<file path="config.mk">
export PLATFORM = sky130hd
export DESIGN_NAME = bcte_ctrl
export DESIGN_NICKNAME = d
export VERILOG_FILES = /design/src/rtl/bcte_pkg.sv /design/src/rtl/bcte_ctrl.sv
export SDC_FILE = /design/constraint.sdc
export NUM_CORES = 1
export LEC_CHECK = 0
export BUFFER_PORTS_ARGS = -buffer_cell sky130_fd_sc_hd__buf_2
export CORE_UTILIZATION = 45
export DETAILED_ROUTE_END_ITERATION = 12
export HOLD_SLACK_MARGIN = 0.08
export PLACE_DENSITY = 0.87
export SETUP_SLACK_MARGIN = 0.2
export SLEW_MARGIN = 20
export SYNTH_ARGS = -nofsm -noshare
export SYNTH_HDL_FRONTEND = slang
export SYNTH_SLANG_ARGS = --single-unit
</file>
<file path="constraint.sdc">
create_clock -name clk -period 4.5 [get_ports clk]
set_input_delay 0.225 -clock clk [delete_from_list [all_inputs] [get_ports clk]]
set_output_delay 0.225 -clock clk [all_outputs]
set_load 0.005 [all_outputs]
</file>
<file path="src/rtl/bcte_pkg.sv">
// Shared types, codes and field widths of the block chain table engine.
package bcte_pkg;

    localparam int OP_W       = 3;
    localparam int BLOCK_W    = 16;
    localparam int INDEX_W    = 10;
    localparam int VALUE_W    = 16;
    localparam int STATUS_W   = 2;
    localparam int OFFSET_W   = 16;
    localparam int COUNT_W    = 11;
    localparam int CFG_IDX_W  = 1;
    localparam int CFG_DATA_W = 16;

    localparam logic [OFFSET_W-1:0] OFFSET_RESET = 16'd2;
    localparam logic [COUNT_W-1:0]  COUNT_RESET  = 11'd1024;

    localparam logic [CFG_IDX_W-1:0] REG_SERVICE_OFFSET   = 1'd0;
    localparam logic [CFG_IDX_W-1:0] REG_DATA_BLOCK_COUNT = 1'd1;

    typedef enum logic [OP_W-1:0] {
        OP_ALLOC     = 3'd0,
        OP_APPEND    = 3'd1,
        OP_FREE      = 3'd2,
        OP_FIND_LAST = 3'd3,
        OP_READ      = 3'd4,
        OP_WRITE     = 3'd5
    } op_t;

    typedef enum logic [STATUS_W-1:0] {
        STATUS_OK      = 2'd0,
        STATUS_NO_FREE = 2'd1,
        STATUS_CORRUPT = 2'd2,
        STATUS_RANGE   = 2'd3
    } status_t;

    typedef struct packed {
        logic [OP_W-1:0]    op;
        logic [BLOCK_W-1:0] block;
        logic [INDEX_W-1:0] index;
        logic [VALUE_W-1:0] value;
    } bcte_req_t;

    typedef struct packed {
        logic [BLOCK_W-1:0]  block_out;
        logic [STATUS_W-1:0] status;
    } bcte_rsp_t;

    typedef enum logic [2:0] {
        PTR_HOLD,
        PTR_ZERO,
        PTR_IDX,
        PTR_BLK,
        PTR_INC,
        PTR_ENT
    } ptr_sel_t;

    typedef enum logic {
        WA_PTR,
        WA_TGT
    } wr_addr_sel_t;

    typedef enum logic [1:0] {
        WD_ZERO,
        WD_ONE,
        WD_VAL,
        WD_ABS
    } wr_data_sel_t;

    typedef enum logic [1:0] {
        RES_ZERO,
        RES_ABS,
        RES_ENT
    } res_sel_t;

    typedef enum logic [3:0] {
        S_CLEAR,
        S_IDLE,
        S_DECODE,
        S_SCAN,
        S_LINK,
        S_WALK,
        S_READ,
        S_WRITE,
        S_DONE
    } ctl_state_t;

    typedef struct packed {
        logic         load_req;
        ptr_sel_t     ptr_sel;
        logic         steps_clr;
        logic         steps_inc;
        logic         tgt_load;
        logic         wr_en;
        wr_addr_sel_t wr_addr_sel;
        wr_data_sel_t wr_data_sel;
        logic         fin_load;
        res_sel_t     fin_res_sel;
        status_t      fin_status;
        logic         out_load;
    } dp_cmd_t;

    typedef struct packed {
        logic blk_ok;
        logic idx_ok;
        logic ptr_end;
        logic ptr_last;
        logic ent_zero;
        logic ent_one;
        logic ent_maps;
        logic steps_limit;
    } dp_stat_t;

endpackage

</file>
<file path="src/rtl/bcte_ctrl.sv">
// Sequencer for the chain table operations.
module bcte_ctrl
    import bcte_pkg::*;
(
    input  logic                clk,
    input  logic                rst_n,
    input  logic                req_valid,
    input  logic [OP_W-1:0]     req_op,
    output logic                req_ready,
    input  logic                rsp_ready,
    output logic                rsp_valid,
    output dp_cmd_t             cmd,
    input  dp_stat_t            stat
);

    ctl_state_t state_reg, state_next;
    op_t        op_reg, op_next;
    logic       rsp_valid_reg, rsp_valid_next;

    always_ff @(posedge clk or negedge rst_n)
    begin
        if (!rst_n)
        begin
            state_reg     <= S_CLEAR;
            op_reg        <= OP_ALLOC;
            rsp_valid_reg <= 1'b0;
        end
        else
        begin
            state_reg     <= state_next;
            op_reg        <= op_next;
            rsp_valid_reg <= rsp_valid_next;
        end
    end

    always_comb
    begin
        state_next = state_reg;
        op_next    = op_reg;
        req_ready  = 1'b0;
        cmd        = '0;

        case (state_reg)
            S_CLEAR:
            begin
                cmd.wr_en       = 1'b1;
                cmd.wr_addr_sel = WA_PTR;
                cmd.wr_data_sel = WD_ZERO;
                if (stat.ptr_last)
                begin
                    cmd.ptr_sel = PTR_ZERO;
                    state_next  = S_IDLE;
                end
                else
                begin
                    cmd.ptr_sel = PTR_INC;
                end
            end

            S_IDLE:
            begin
                req_ready = 1'b1;
                if (req_valid)
                begin
                    cmd.load_req = 1'b1;
                    op_next      = op_t'(req_op);
                    state_next   = S_DECODE;
                end
            end

            S_DECODE:
            begin
                case (op_reg)
                    OP_ALLOC:
                    begin
                        cmd.ptr_sel = PTR_IDX;
                        state_next  = S_SCAN;
                    end
                    OP_APPEND:
                    begin
                        if (!stat.blk_ok)
                        begin
                            cmd.fin_load   = 1'b1;
                            cmd.fin_status = STATUS_RANGE;
                            state_next     = S_DONE;
                        end
                        else
                        begin
                            cmd.tgt_load = 1'b1;
                            cmd.ptr_sel  = PTR_IDX;
                            state_next   = S_SCAN;
                        end
                    end
                    OP_FREE, OP_FIND_LAST:
                    begin
                        if (!stat.blk_ok)
                        begin
                            cmd.fin_load   = 1'b1;
                            cmd.fin_status = STATUS_RANGE;
                            state_next     = S_DONE;
                        end
                        else
                        begin
                            cmd.ptr_sel   = PTR_BLK;
                            cmd.steps_clr = 1'b1;
                            state_next    = S_WALK;
                        end
                    end
                    OP_READ, OP_WRITE:
                    begin
                        if (!stat.idx_ok)
                        begin
                            cmd.fin_load   = 1'b1;
                            cmd.fin_status = STATUS_RANGE;
                            state_next     = S_DONE;
                        end
                        else
                        begin
                            cmd.ptr_sel = PTR_IDX;
                            state_next  = (op_reg == OP_READ) ? S_READ : S_WRITE;
                        end
                    end
                    default:
                    begin
                        // unused op codes: no table change, zero result
                        cmd.fin_load   = 1'b1;
                        cmd.fin_status = STATUS_OK;
                        state_next     = S_DONE;
                    end
                endcase
            end

            S_SCAN:
            begin
                if (stat.ptr_end)
                begin
                    cmd.fin_load   = 1'b1;
                    cmd.fin_status = STATUS_NO_FREE;
                    state_next     = S_DONE;
                end
                else if (stat.ent_zero)
                begin
                    cmd.wr_en = 1'b1;
                    if (op_reg == OP_APPEND)
                    begin
                        // link old end first so a free given block still ends as 1
                        cmd.wr_addr_sel = WA_TGT;
                        cmd.wr_data_sel = WD_ABS;
                        state_next      = S_LINK;
                    end
                    else
                    begin
                        cmd.wr_addr_sel = WA_PTR;
                        cmd.wr_data_sel = WD_ONE;
                        cmd.fin_load    = 1'b1;
                        cmd.fin_res_sel = RES_ABS;
                        cmd.fin_status  = STATUS_OK;
                        state_next      = S_DONE;
                    end
                end
                else
                begin
                    cmd.ptr_sel = PTR_INC;
                end
            end

            S_LINK:
            begin
                cmd.wr_en       = 1'b1;
                cmd.wr_addr_sel = WA_PTR;
                cmd.wr_data_sel = WD_ONE;
                cmd.fin_load    = 1'b1;
                cmd.fin_res_sel = RES_ABS;
                cmd.fin_status  = STATUS_OK;
                state_next      = S_DONE;
            end

            S_WALK:
            begin
                if (stat.ent_one)
                begin
                    cmd.wr_en       = (op_reg == OP_FREE);
                    cmd.wr_addr_sel = WA_PTR;
                    cmd.wr_data_sel = WD_ZERO;
                    cmd.fin_load    = 1'b1;
                    cmd.fin_res_sel = (op_reg == OP_FIND_LAST) ? RES_ABS : RES_ZERO;
                    cmd.fin_status  = STATUS_OK;
                    state_next      = S_DONE;
                end
                else if (stat.ent_zero || !stat.ent_maps || stat.steps_limit)
                begin
                    cmd.fin_load   = 1'b1;
                    cmd.fin_status = STATUS_CORRUPT;
                    state_next     = S_DONE;
                end
                else
                begin
                    cmd.wr_en       = (op_reg == OP_FREE);
                    cmd.wr_addr_sel = WA_PTR;
                    cmd.wr_data_sel = WD_ZERO;
                    cmd.steps_inc   = 1'b1;
                    cmd.ptr_sel     = PTR_ENT;
                end
            end

            S_READ:
            begin
                cmd.fin_load    = 1'b1;
                cmd.fin_res_sel = RES_ENT;
                cmd.fin_status  = STATUS_OK;
                state_next      = S_DONE;
            end

            S_WRITE:
            begin
                cmd.wr_en       = 1'b1;
                cmd.wr_addr_sel = WA_PTR;
                cmd.wr_data_sel = WD_VAL;
                cmd.fin_load    = 1'b1;
                cmd.fin_status  = STATUS_OK;
                state_next      = S_DONE;
            end

            S_DONE:
            begin
                if (!rsp_valid_reg || rsp_ready)
                begin
                    cmd.out_load = 1'b1;
                    state_next   = S_IDLE;
                end
            end

            default:
            begin
                state_next = S_IDLE;
            end
        endcase
    end

    always_comb
    begin
        if (cmd.out_load)
            rsp_valid_next = 1'b1;
        else if (rsp_ready)
            rsp_valid_next = 1'b0;
        else
            rsp_valid_next = rsp_valid_reg;
    end

    assign rsp_valid = rsp_valid_reg;

endmodule

</file>
* After elaboration in Yosys (flattened, before gate mapping)
Index checks and enable logic that the tools add are counted.
** Word-level totals
- Output and inout bits :: 19
- Logic and storage cells :: 98
- Register bits after elaboration :: 8
** Operators by class
- Mux-type cells :: 63
- Equal/unequal tests :: 18
- Reductions and logical operators :: 14
** Operator list (number)
- 2-to-1 mux 4 bit :: 13
- case mux 4 bit (7 select lines) :: 1
- case mux 3 bit (4 select lines) :: 2
- 2-to-1 mux 1 bit :: 22
- 2-to-1 mux 3 bit :: 7
- case mux 4 bit (5 select lines) :: 1
- equality test 4 x 3 -> 1 bit, second input constant :: 4
- 2-to-1 mux 2 bit :: 8
- case mux 4 bit (4 select lines) :: 1
- 2-to-1 mux 5 bit :: 2
- 2-to-1 mux 9 bit :: 1
- equality test 4 x 2 -> 1 bit, second input constant :: 2
- case mux 2 bit (4 select lines) :: 1
- equality test 3 x 2 -> 1 bit, second input constant :: 2
- equality test 3 bit, second input constant :: 2
- != test 2 bit, second input constant :: 3
- != test 3 bit, second input constant :: 2
- case mux 2 bit (3 select lines) :: 1
- OR reduction 3 bit :: 2
- AND reduction 5 bit :: 1
- equality test 4 x 1 -> 1 bit, second input constant :: 1
- equality test 4 bit, second input constant :: 1
- zero test 4 bit :: 1
- case mux 1 bit (4 select lines) :: 1
- 9 further kinds :: 13

* Logic depth before layout (Yosys ltp)
Gate-level depths: netlist (run 1).
- Word-level depth :: 6
- Gate-level depth with buffers :: 5

* Worst setup path before layout (run 1)
OpenSTA, ideal clock, no wires.
- Kind :: reg-to-output
- Start point :: reg state_reg[2]
- End point :: out cmd[10] (netlist bit)
- Data arrival time :: 1.411 ns
- Stages on the path, launching flop included :: 5
- Path buffers :: 1
- Data required time :: 4.275 ns
- Path slack :: 2.864 ns
- Path through :: dfrtp_1 buf_6 or4b_4 nor2_1 and3_1
** RTL lines
- start: declaration :: line bcte_ctrl.sv:16 : ctl_state_t state_reg, state_next;
- start signal: assignment :: line bcte_ctrl.sv:30 : state_reg <= state_next;
- end: declaration :: line bcte_ctrl.sv:12 : output dp_cmd_t cmd,

==> flow_metrics.env, run 1 <==
export IMPL_die_width_um=44.4
export IMPL_grt_start_max_net_pins=12
export IMPL_setup_viol=0
export IMPL_tightest_slew_ps=369
export IMPL_ir_worst_vdd_uv=348
export IMPL_synth_area_sq_um=810
export IMPL_cts_repair_resize_count=0
export IMPL_setup_ws_ps=2370
export IMPL_critical_path_max_fanout=11
export IMPL_synth_edf_count=0
export IMPL_maxSlewViolCount=0
export IMPL_path_clk_slew_ps=50
export IMPL_cts_buffers=3
export IMPL_finalNetCount=145
export IMPL_cp_end_kind="primary output"
export IMPL_core_sq_mm=0.00159
export IMPL_syn_to_final_growth_pct=23.3
export IMPL_htree_levels=1
export IMPL_grt_overflow_total=0
export IMPL_antenna_cells=0
export IMPL_drc=0
export IMPL_post_drt_wl_per_cell_um=12.5
export IMPL_status="complete, no violations"
export IMPL_rows=14
export IMPL_multi_input_area_sq_um=548
export IMPL_p_per_area_mw_per_mm2=514
export IMPL_cts_sinks=8
export IMPL_initial_utilization_pct=50.8
export IMPL_grt_pass1_vias=702
export IMPL_synthFlopType="dfrtp_1"
export IMPL_synth_top_area_share_pct=24.7
export IMPL_ios=34
export IMPL_drive_above_1_share_pct=35.9
export IMPL_crit_slowest_cell="or4b_4"
export IMPL_max_slew_margin_pct=75.4
export IMPL_vias=843
export IMPL_hold_class="in -> reg"
export IMPL_grt_usage_pct=20.4
export IMPL_yosysSeqAreaShare_pct=24.7
export IMPL_critPathMaxStageDelay_ps=620
export IMPL_numPortBuffers=33
export IMPL_yosys_warnings=0
export IMPL_yosysTopAreaCell="dfrtp_1"
export IMPL_grt_pass1_wl_mm=2.99
export IMPL_finalCriticalPeriod_ps=2130
export IMPL_die_area_sq_mm=0.00197
export IMPL_hold_buffers=1
export IMPL_synth_distinct_cells=40
export IMPL_fin_tns_setup_ps=0
export IMPL_cp_start_kind="flop"
export IMPL_pre_cts_ws_ps=2670
export IMPL_antenna_found_initial=0
export IMPL_cts_setup_buffers=0
export IMPL_synth_most_common_cell="nor2_1"
export IMPL_fill_cells=151
export IMPL_synthTopCellsByArea="dfrtp_1 (25%), nor2_1 (4.6%), a21oi_1 (4.3%)"
export IMPL_p_leak_nw=0.511
export IMPL_cp_cell_sequence="or4b_4 -> nor2_1 -> and3_1 -> buf_2"
export IMPL_clkPwrFrac_pct=10.1
export IMPL_required_ps=4280
export IMPL_synth_nets=112
export IMPL_rsz0062_at_grt="false"
export IMPL_seqCellArea_sq_um=200
export IMPL_viasPerCell=5.55
export IMPL_hold_violations=0
export IMPL_first_pass_iters=4
export IMPL_ys_ff_latch=8
export IMPL_largest_register_ffs=4
export IMPL_p_int_mw=0.286
export IMPL_cts_tree="yes"
export IMPL_synthCells=97
export IMPL_fmax_mhz=469
export IMPL_finalCritPeriodShare_pct=47.4
export IMPL_switching_share_pct=44.3
export IMPL_power_frac_comb_pct=58.2
export IMPL_clock_path_buffers=2
export IMPL_setup_worst_path_class="reg -> out"
export IMPL_root_buffer="clkbuf_4"
export IMPL_finClkSkew_ps=2.96
export IMPL_dp_hpwl_mm=1.52
export IMPL_power_switching_mw=0.227
export IMPL_place_congestion=0.936
export IMPL_worst_endpoint_arrival_ps=1910
export IMPL_synth_common_cells="nor2_1 (10), dfrtp_1 (8), a21oi_1 (7)"
export IMPL_pwr_share_seq_pct=31.7
export IMPL_insertion_delay_ps=250
export IMPL_async_flop_share_pct=100
export IMPL_avgSynthCellArea_sq_um=8.35
export IMPL_drt_iter0_markers=15
export IMPL_maxCapViolCount=0
export IMPL_dieHeight_um=44.4
export IMPL_postRouteAntennaNets=0
export IMPL_drt_wl_total_mm=1.89
==> worst max-delay path, delay by kind of cell, from the launching register on <==
family | cells | cell delay [ps]
simple gates | 3 | 1060
flops | 1 | 500
buf+inv | 1 | 110
==> cell usage in the layout (no fill, tap or decap), drive strengths merged, types with 2 or more instances in the layout <==
cell	n
a21o	3
o22ai	2
nand4b	2
o21ai	4
nand3b	3
nor2b	4
or3	3
nand2b	4
mux2	2
a21oi	7
nand2	4
a211oi	2
nor2	10
buf	33
nor3b	2
inv	6
o21bai	2
clkbuf	3
nor3	3
or4b	3
nand3	4
dfrtp	8
==> metal layers <==
layer / up-vias / GRT usage, % / share of wire [%] / routed length [um]
met5: - / 0 / 0 / 0
met4: 0 / 0 / 0 / 0
met3: 0 / 6.12 / 6.6 / 124
met2: 33 / 35.0 / 50 / 950
met1: 394 / 27.0 / 43 / 818
li1: 416 / - / - / -
==> power by group through the flow <==
stage | Clock (mW) | Combinational (mW) | Sequential, mW
after floorplan | 0 | 0.262 | 0.118
after global placement | 0 | 0.292 | 0.162
after detailed placement | 0 | 0.295 | 0.163
after CTS | 0.0546 | 0.299 | 0.162
after global routing | 0.0574 | 0.331 | 0.170
final | 0.0519 | 0.298 | 0.163
==> per-stage QoR <==
step / utilization, % / instances / total power, mW / hold slack (ps) / area, sq um
floorplan: - / 97 / 0.379 / -70.6 / 810
global placement: 60.6 / 148 / 0.455 / 70.9 / 966
detailed placement: 60.6 / 148 / 0.458 / 74.5 / 966
CTS: 62.6 / 152 / 0.515 / 200 / 998
global route: 62.6 / 152 / 0.559 / 205 / 998
finish: 62.6 / 152 / 0.513 / 207 / 998
==> final timing paths <==
| kind | start | endpoint | slack, ps | cells past startpoint |
|---|---|---|---|---|
| setup / recovery | state_reg[2] | cmd[10] | 2370 | 4 |
| hold / removal | req_op[0] | op_reg[0] | 210 | 2 |
| setup reg to reg | state_reg[2] | state_reg[0] | 2720 | 4 |
| hold reg to reg | rsp_valid | rsp_valid | 540 | 2 |
| max in group asynchronous | rst_n | state_reg[0] | 3990 | 2 |
| min in group asynchronous | rst_n | op_reg[1] | 350 | 2 |
==> layout make-up <==
class	instances	share of cell area, %
Timing Repair Buffer	34	17.5
Clock buffer	3	2.26
Multi-Input combinational cell	77	54.9
Inverter	6	2.26
Sequential cell	8	20.1
Tap cell	24	3.01
==> cell families after synthesis <==
kind of cell / share of synthesized area [%]
AND/OR/NAND/NOR: 40.8
AO/OA/AOI/OAI: 22.9
buffers and inverters: 7.57
flip-flops: 24.7
multiplexers: 4.02
Note: power is estimated with default switching activity, not from simulation.
==> inputs of run 2 (changes only) <==
clock period = 2 ns   (was 4.5 ns; I/O delays follow)
==> run 2 against run 1 <==
Flip-flop and latch count unchanged. Critical path type unchanged. Critical endpoint is now cmd[5]. Highest routed layer is now met4. Global-route usage is 4.7 points higher. Largest cell class unchanged. Clock power up 140%. Non-clock buffer count is 11 higher. Via count grew 7.6%.
==> flow_metrics.env, run 2 (synthesis results as in run 1) <==
export IMPL_r2r_slack_ps=280
export IMPL_first_pass_iters=5
export IMPL_maxSlewViolCount=0
export IMPL_clock_path_buffers=2
export IMPL_htree_levels=1
export IMPL_vias=907
export IMPL_grt_overflow_total=0
export IMPL_ios=34
export IMPL_p_per_area_mw_per_mm2=1180
export IMPL_max_slew_margin_pct=72.8
export IMPL_cp_end_kind="primary output"
export IMPL_p_leak_nw=0.569
export IMPL_core_sq_mm=0.00159
export IMPL_final_cell_mix="buf_2 (33), nor2_1 (8), buf_4 (8)"
export IMPL_holdPathStages=3
export IMPL_cts_tree="yes"
export IMPL_worst_endpoint_arrival_ps=1730
export IMPL_setup_ws_ps=168
export IMPL_hold_class="in -> reg"
export IMPL_timing_rr_end="state_reg[0]"
export IMPL_dp_hpwl_mm=1.57
export IMPL_ir_worst_vdd_uv=941
export IMPL_status="complete, no violations"
export IMPL_use_met1_pct=31.3
export IMPL_pre_cts_ws_ps=224
export IMPL_grt_usage_pct=25.1
export IMPL_final_common_cell="buf_2"
export IMPL_grt_pass1_wl_mm=3.58
export IMPL_finalCriticalPeriod_ps=1830
export IMPL_drt_iter0_markers=18
export IMPL_cts_buffers=3
export IMPL_root_buffer="clkbuf_4"
export IMPL_instances_no_fill=163
export IMPL_initial_utilization_pct=50.8
export IMPL_antenna_found_initial=0
export IMPL_finClkSkew_ps=1.67
export IMPL_grtUsageMet2_pct=43.2
export IMPL_setup_worst_path_class="reg -> out"
export IMPL_reg2regPathDepth=5
export IMPL_post_drt_wl_per_cell_um=13.7
export IMPL_seqCellArea_sq_um=206
export IMPL_rows=14
export IMPL_grt_busiest_layer="met2"
export IMPL_dp_cells=148
export IMPL_cp_start_kind="flop"
export IMPL_grt_start_max_net_pins=11
export IMPL_cts_sinks=8
export IMPL_grt_pass1_vias=788
export IMPL_hp_start="req_valid"
export IMPL_die_area_sq_mm=0.00197
export IMPL_insertion_delay_ps=250
export IMPL_viasPerCell=5.56
export IMPL_dieHeight_um=44.4
export IMPL_place_congestion=0.930
export IMPL_holdPathEnd="op_reg[2]"
export IMPL_maxCapViolCount=0
export IMPL_rsz0062_at_grt="true"
export IMPL_syn_to_final_growth_pct=41.9
export IMPL_multi_input_area_sq_um=602
export IMPL_fill_cells=121
export IMPL_drt_wl_total_mm=2.23
export IMPL_setup_viol=0
export IMPL_power_mw=1.35
export IMPL_drive_above_1_share_pct=48.2
export IMPL_finalNetCount=156
export IMPL_hold_violations=0
export IMPL_required_ps=1900
export IMPL_largest_register_ffs=4
export IMPL_path_clk_slew_ps=50
export IMPL_drc=0
export IMPL_antenna_cells=0
export IMPL_met3_usage_pct=7.35
export IMPL_postRouteAntennaNets=0
export IMPL_r2r_start="state_reg[0]"
export IMPL_fin_tns_setup_ps=0
export IMPL_critical_path_max_fanout=5
export IMPL_tightest_slew_ps=405
export IMPL_fmax_mhz=546
export IMPL_numPortBuffers=33
export IMPL_die_width_um=44.4
export IMPL_finalCritPeriodShare_pct=91.6
[run 2: cell count changes in the layout (fill, tap and decap cells not counted), moves of 2 or more]
cell and delta:
dfrtp_2 +5, buf_4 +8, nor2_2 +2, dfrtp_1 -5
dlygate4sd3_1 +3, nor2_1 -2
[run 2: layout make-up]
cell class	count	area share [%]
Clock buffer	3	1.96
Sequential cell	8	18.0
Inverter	6	1.96
Timing Repair Buffer	45	23.1
Tap cell	24	2.61
Multi-Input combinational cell	77	52.4
[run 2: per-stage QoR]
| step | utilization [%] | hold slack [ps] | instance area (sq um) |
|---|---|---|---|
| after floorplan | - | -196 | 810 |
| after global placement | 60.6 | -54.4 | 966 |
| after detailed placement | 60.6 | -48.9 | 966 |
| after CTS | 68.1 | 96.8 | 1080 |
| after global routing | 72.1 | 117 | 1150 |
| final | 72.1 | 99.1 | 1150 |
[run 2: power breakdown]
group	internal (mW)	switching [mW]	leakage, nW
Combinational	0.464	0.427	0.461
Sequential	0.236	0.0995	0.0947
Clock	0.0687	0.0552	0.0138
[run 2: worst max-delay path by stage]
| stage | start | to | slack, ps | depth (start not counted) |
|---|---|---|---|---|
| after CTS | state_reg[2] | cmd[5] | 150 | 4 |
| after floorplan | state_reg[2] | state_reg[0] | 400 | 5 |
| after detailed placement | state_reg[2] | state_reg[0] | 220 | 4 |
| final | state_reg[2] | cmd[5] | 170 | 4 |
| after global routing | op_reg[2] | cmd[5] | 90 | 4 |
| after global placement | state_reg[2] | state_reg[0] | 240 | 4 |
[run 2: timing repair]
item,in CTS,in global routing
endpoints found under the hold margin,11,0
buffers inserted,6,2
hold buffers,4,0
pin swaps,1,4
gates resized for setup,7,9
endpoints found under the setup margin,9,15
[run 2: critical path, cell delays in order (launching register included)]
cell and delay [ps]:
dfrtp_2 420, or4b_4 570, nand2b_4 170, o221ai_4 170, buf_2 140
[run 2: per-layer routing]
layer	part of all wire [%]	wire length, um
met2	52	1160
met5	0	0
met1	43	953
met3	4.5	101
met4	0.85	19
==> inputs of run 3 (changes only) <==
GPL_ROUTABILITY_DRIVEN = 0   (was not set)
SETUP_SLACK_MARGIN = not set   (was 0.2)
==> run 3 against run 2 <==
Routed wire length decreased by 7.3%. Register-to-register slack worse by 100 ps. Global-route usage fell by 1.7 points. Die area is the same. Clock skew grew 2.1 ps. Critical endpoint unchanged. Highest routed layer unchanged.
==> flow_metrics.env, run 3 (synthesis results as in run 1) <==
export IMPL_status="complete, no violations"
export IMPL_drc=0
export IMPL_antenna_found_initial=0
export IMPL_largest_register_ffs=4
export IMPL_final_common_cell="buf_2"
export IMPL_cts_buffers=3
export IMPL_path_clk_slew_ps=50
export IMPL_finalCriticalPeriod_ps=1910
export IMPL_setup_ws_ps=85.1
export IMPL_fin_tns_setup_ps=0
export IMPL_post_drt_wl_per_cell_um=13.1
export IMPL_drive_above_1_share_pct=40.3
export IMPL_finalCritPeriodShare_pct=95.7
export IMPL_core_sq_mm=0.00159
export IMPL_finalNetCount=151
export IMPL_required_ps=1900
export IMPL_clock_path_buffers=2
export IMPL_ios=34
export IMPL_setup_viol=0
export IMPL_drt_wl_total_mm=2.07
export IMPL_dp_hpwl_mm=1.57
export IMPL_grt_start_max_net_pins=12
export IMPL_cp_end_kind="primary output"
export IMPL_power_mw=1.19
export IMPL_cts_sinks=8
export IMPL_post_dp_cell_area_sq_um=966
export IMPL_finClkSkew_ps=3.80
export IMPL_hold_violations=0
export IMPL_maxSlewViolCount=0
export IMPL_setup_worst_path_class="reg -> out"
export IMPL_maxCapViolCount=0
export IMPL_max_slew_margin_pct=76.5
export IMPL_insertion_delay_ps=260
export IMPL_root_buffer="clkbuf_4"
export IMPL_grt_overflow_total=0
export IMPL_numPortBuffers=33
export IMPL_seqCellArea_sq_um=204
export IMPL_p_per_area_mw_per_mm2=1130
export IMPL_p_leak_nw=0.535
export IMPL_critical_path_max_fanout=10
export IMPL_grt_pass1_wl_mm=3.36
export IMPL_syn_to_final_growth_pct=30.9
export IMPL_vias=880
export IMPL_rsz0062_at_grt="false"
export IMPL_dieHeight_um=44.4
export IMPL_die_area_sq_mm=0.00197
export IMPL_grt_pass1_vias=756
export IMPL_fill_cells=134
export IMPL_rows=14
export IMPL_fmax_mhz=522
export IMPL_fin_area_sq_mm=0.00106
export IMPL_htree_levels=1
export IMPL_tightest_slew_ps=350
export IMPL_drt_iter0_markers=11
export IMPL_antenna_cells=0
export IMPL_postRouteAntennaNets=0
export IMPL_viasPerCell=5.57
export IMPL_final_cell_mix="buf_2 (33), nor2_1 (8), a21oi_1 (7)"
export IMPL_pre_cts_ws_ps=224
export IMPL_cp_start_kind="flop"
export IMPL_die_width_um=44.4
export IMPL_hold_class="in -> reg"
export IMPL_cts_tree="yes"
export IMPL_worst_endpoint_arrival_ps=1810
export IMPL_first_pass_iters=5
export IMPL_multi_input_area_sq_um=553
export IMPL_ir_worst_vdd_uv=838
export IMPL_grt_usage_pct=23.5
export IMPL_initial_utilization_pct=50.8
## run 3: area by class of cell
cell class              instances  area share, %
inverters                       6           2.13
clock buffers                   3           2.13
multi-input cells              77           52.2
flip-flops and latches          8           19.2
well taps                      24           2.83
repair buffers                 40           21.5
## run 3: power breakdown
| part | switching [mW] | internal, mW |
|---|---|---|
| logic | 0.334 | 0.363 |
| clock network | 0.0556 | 0.0687 |
| registers | 0.140 | 0.231 |
| total | 0.530 | 0.663 |
## run 3: worst paths after layout
kind | start | end | slack, ps | cells after the start
setup / recovery | state_reg[3] | cmd[5] | 90 | 4
hold / removal | req_valid | op_reg[2] | 100 | 3
setup reg to reg | state_reg[2] | state_reg[0] | 180 | 5
hold reg to reg | rsp_valid | rsp_valid | 540 | 2
max in group asynchronous | rst_n | state_reg[1] | 1610 | 2
min in group asynchronous | rst_n | rsp_valid | 210 | 2
## run 3: per-stage QoR
step	hold WS, ps	cells	util (%)
after global placement	-54.4	148	60.6
after global routing	117	158	66.5
after floorplan	-196	97	-
final	99.4	158	66.5
after detailed placement	-48.9	148	60.6
after CTS	96.8	155	64.8
## run 3: what timing repair did
item	CTS	global route
endpoints found under the hold margin	11	0
endpoints found under the setup margin	2	6
hold buffers	4	0
buffers inserted	0	3
resized for setup	2	3
## run 3: metal layers
metal | share of wire (%) | global-route usage, % | vias up
li1 | - | - | 435
met1 | 43 | 29.5 | 408
met2 | 50 | 39.7 | 34
met3 | 5.9 | 7.35 | 3
met4 | 0.43 | 4.24 | 0
met5 | 0 | 0 | -
## run 3: worst max-delay path, stage by stage, from the launching register on
cell,delay (ps)
dfrtp_2,480
or4b_4,590
nand2b_4,160
o221ai_2,180
buf_2,150
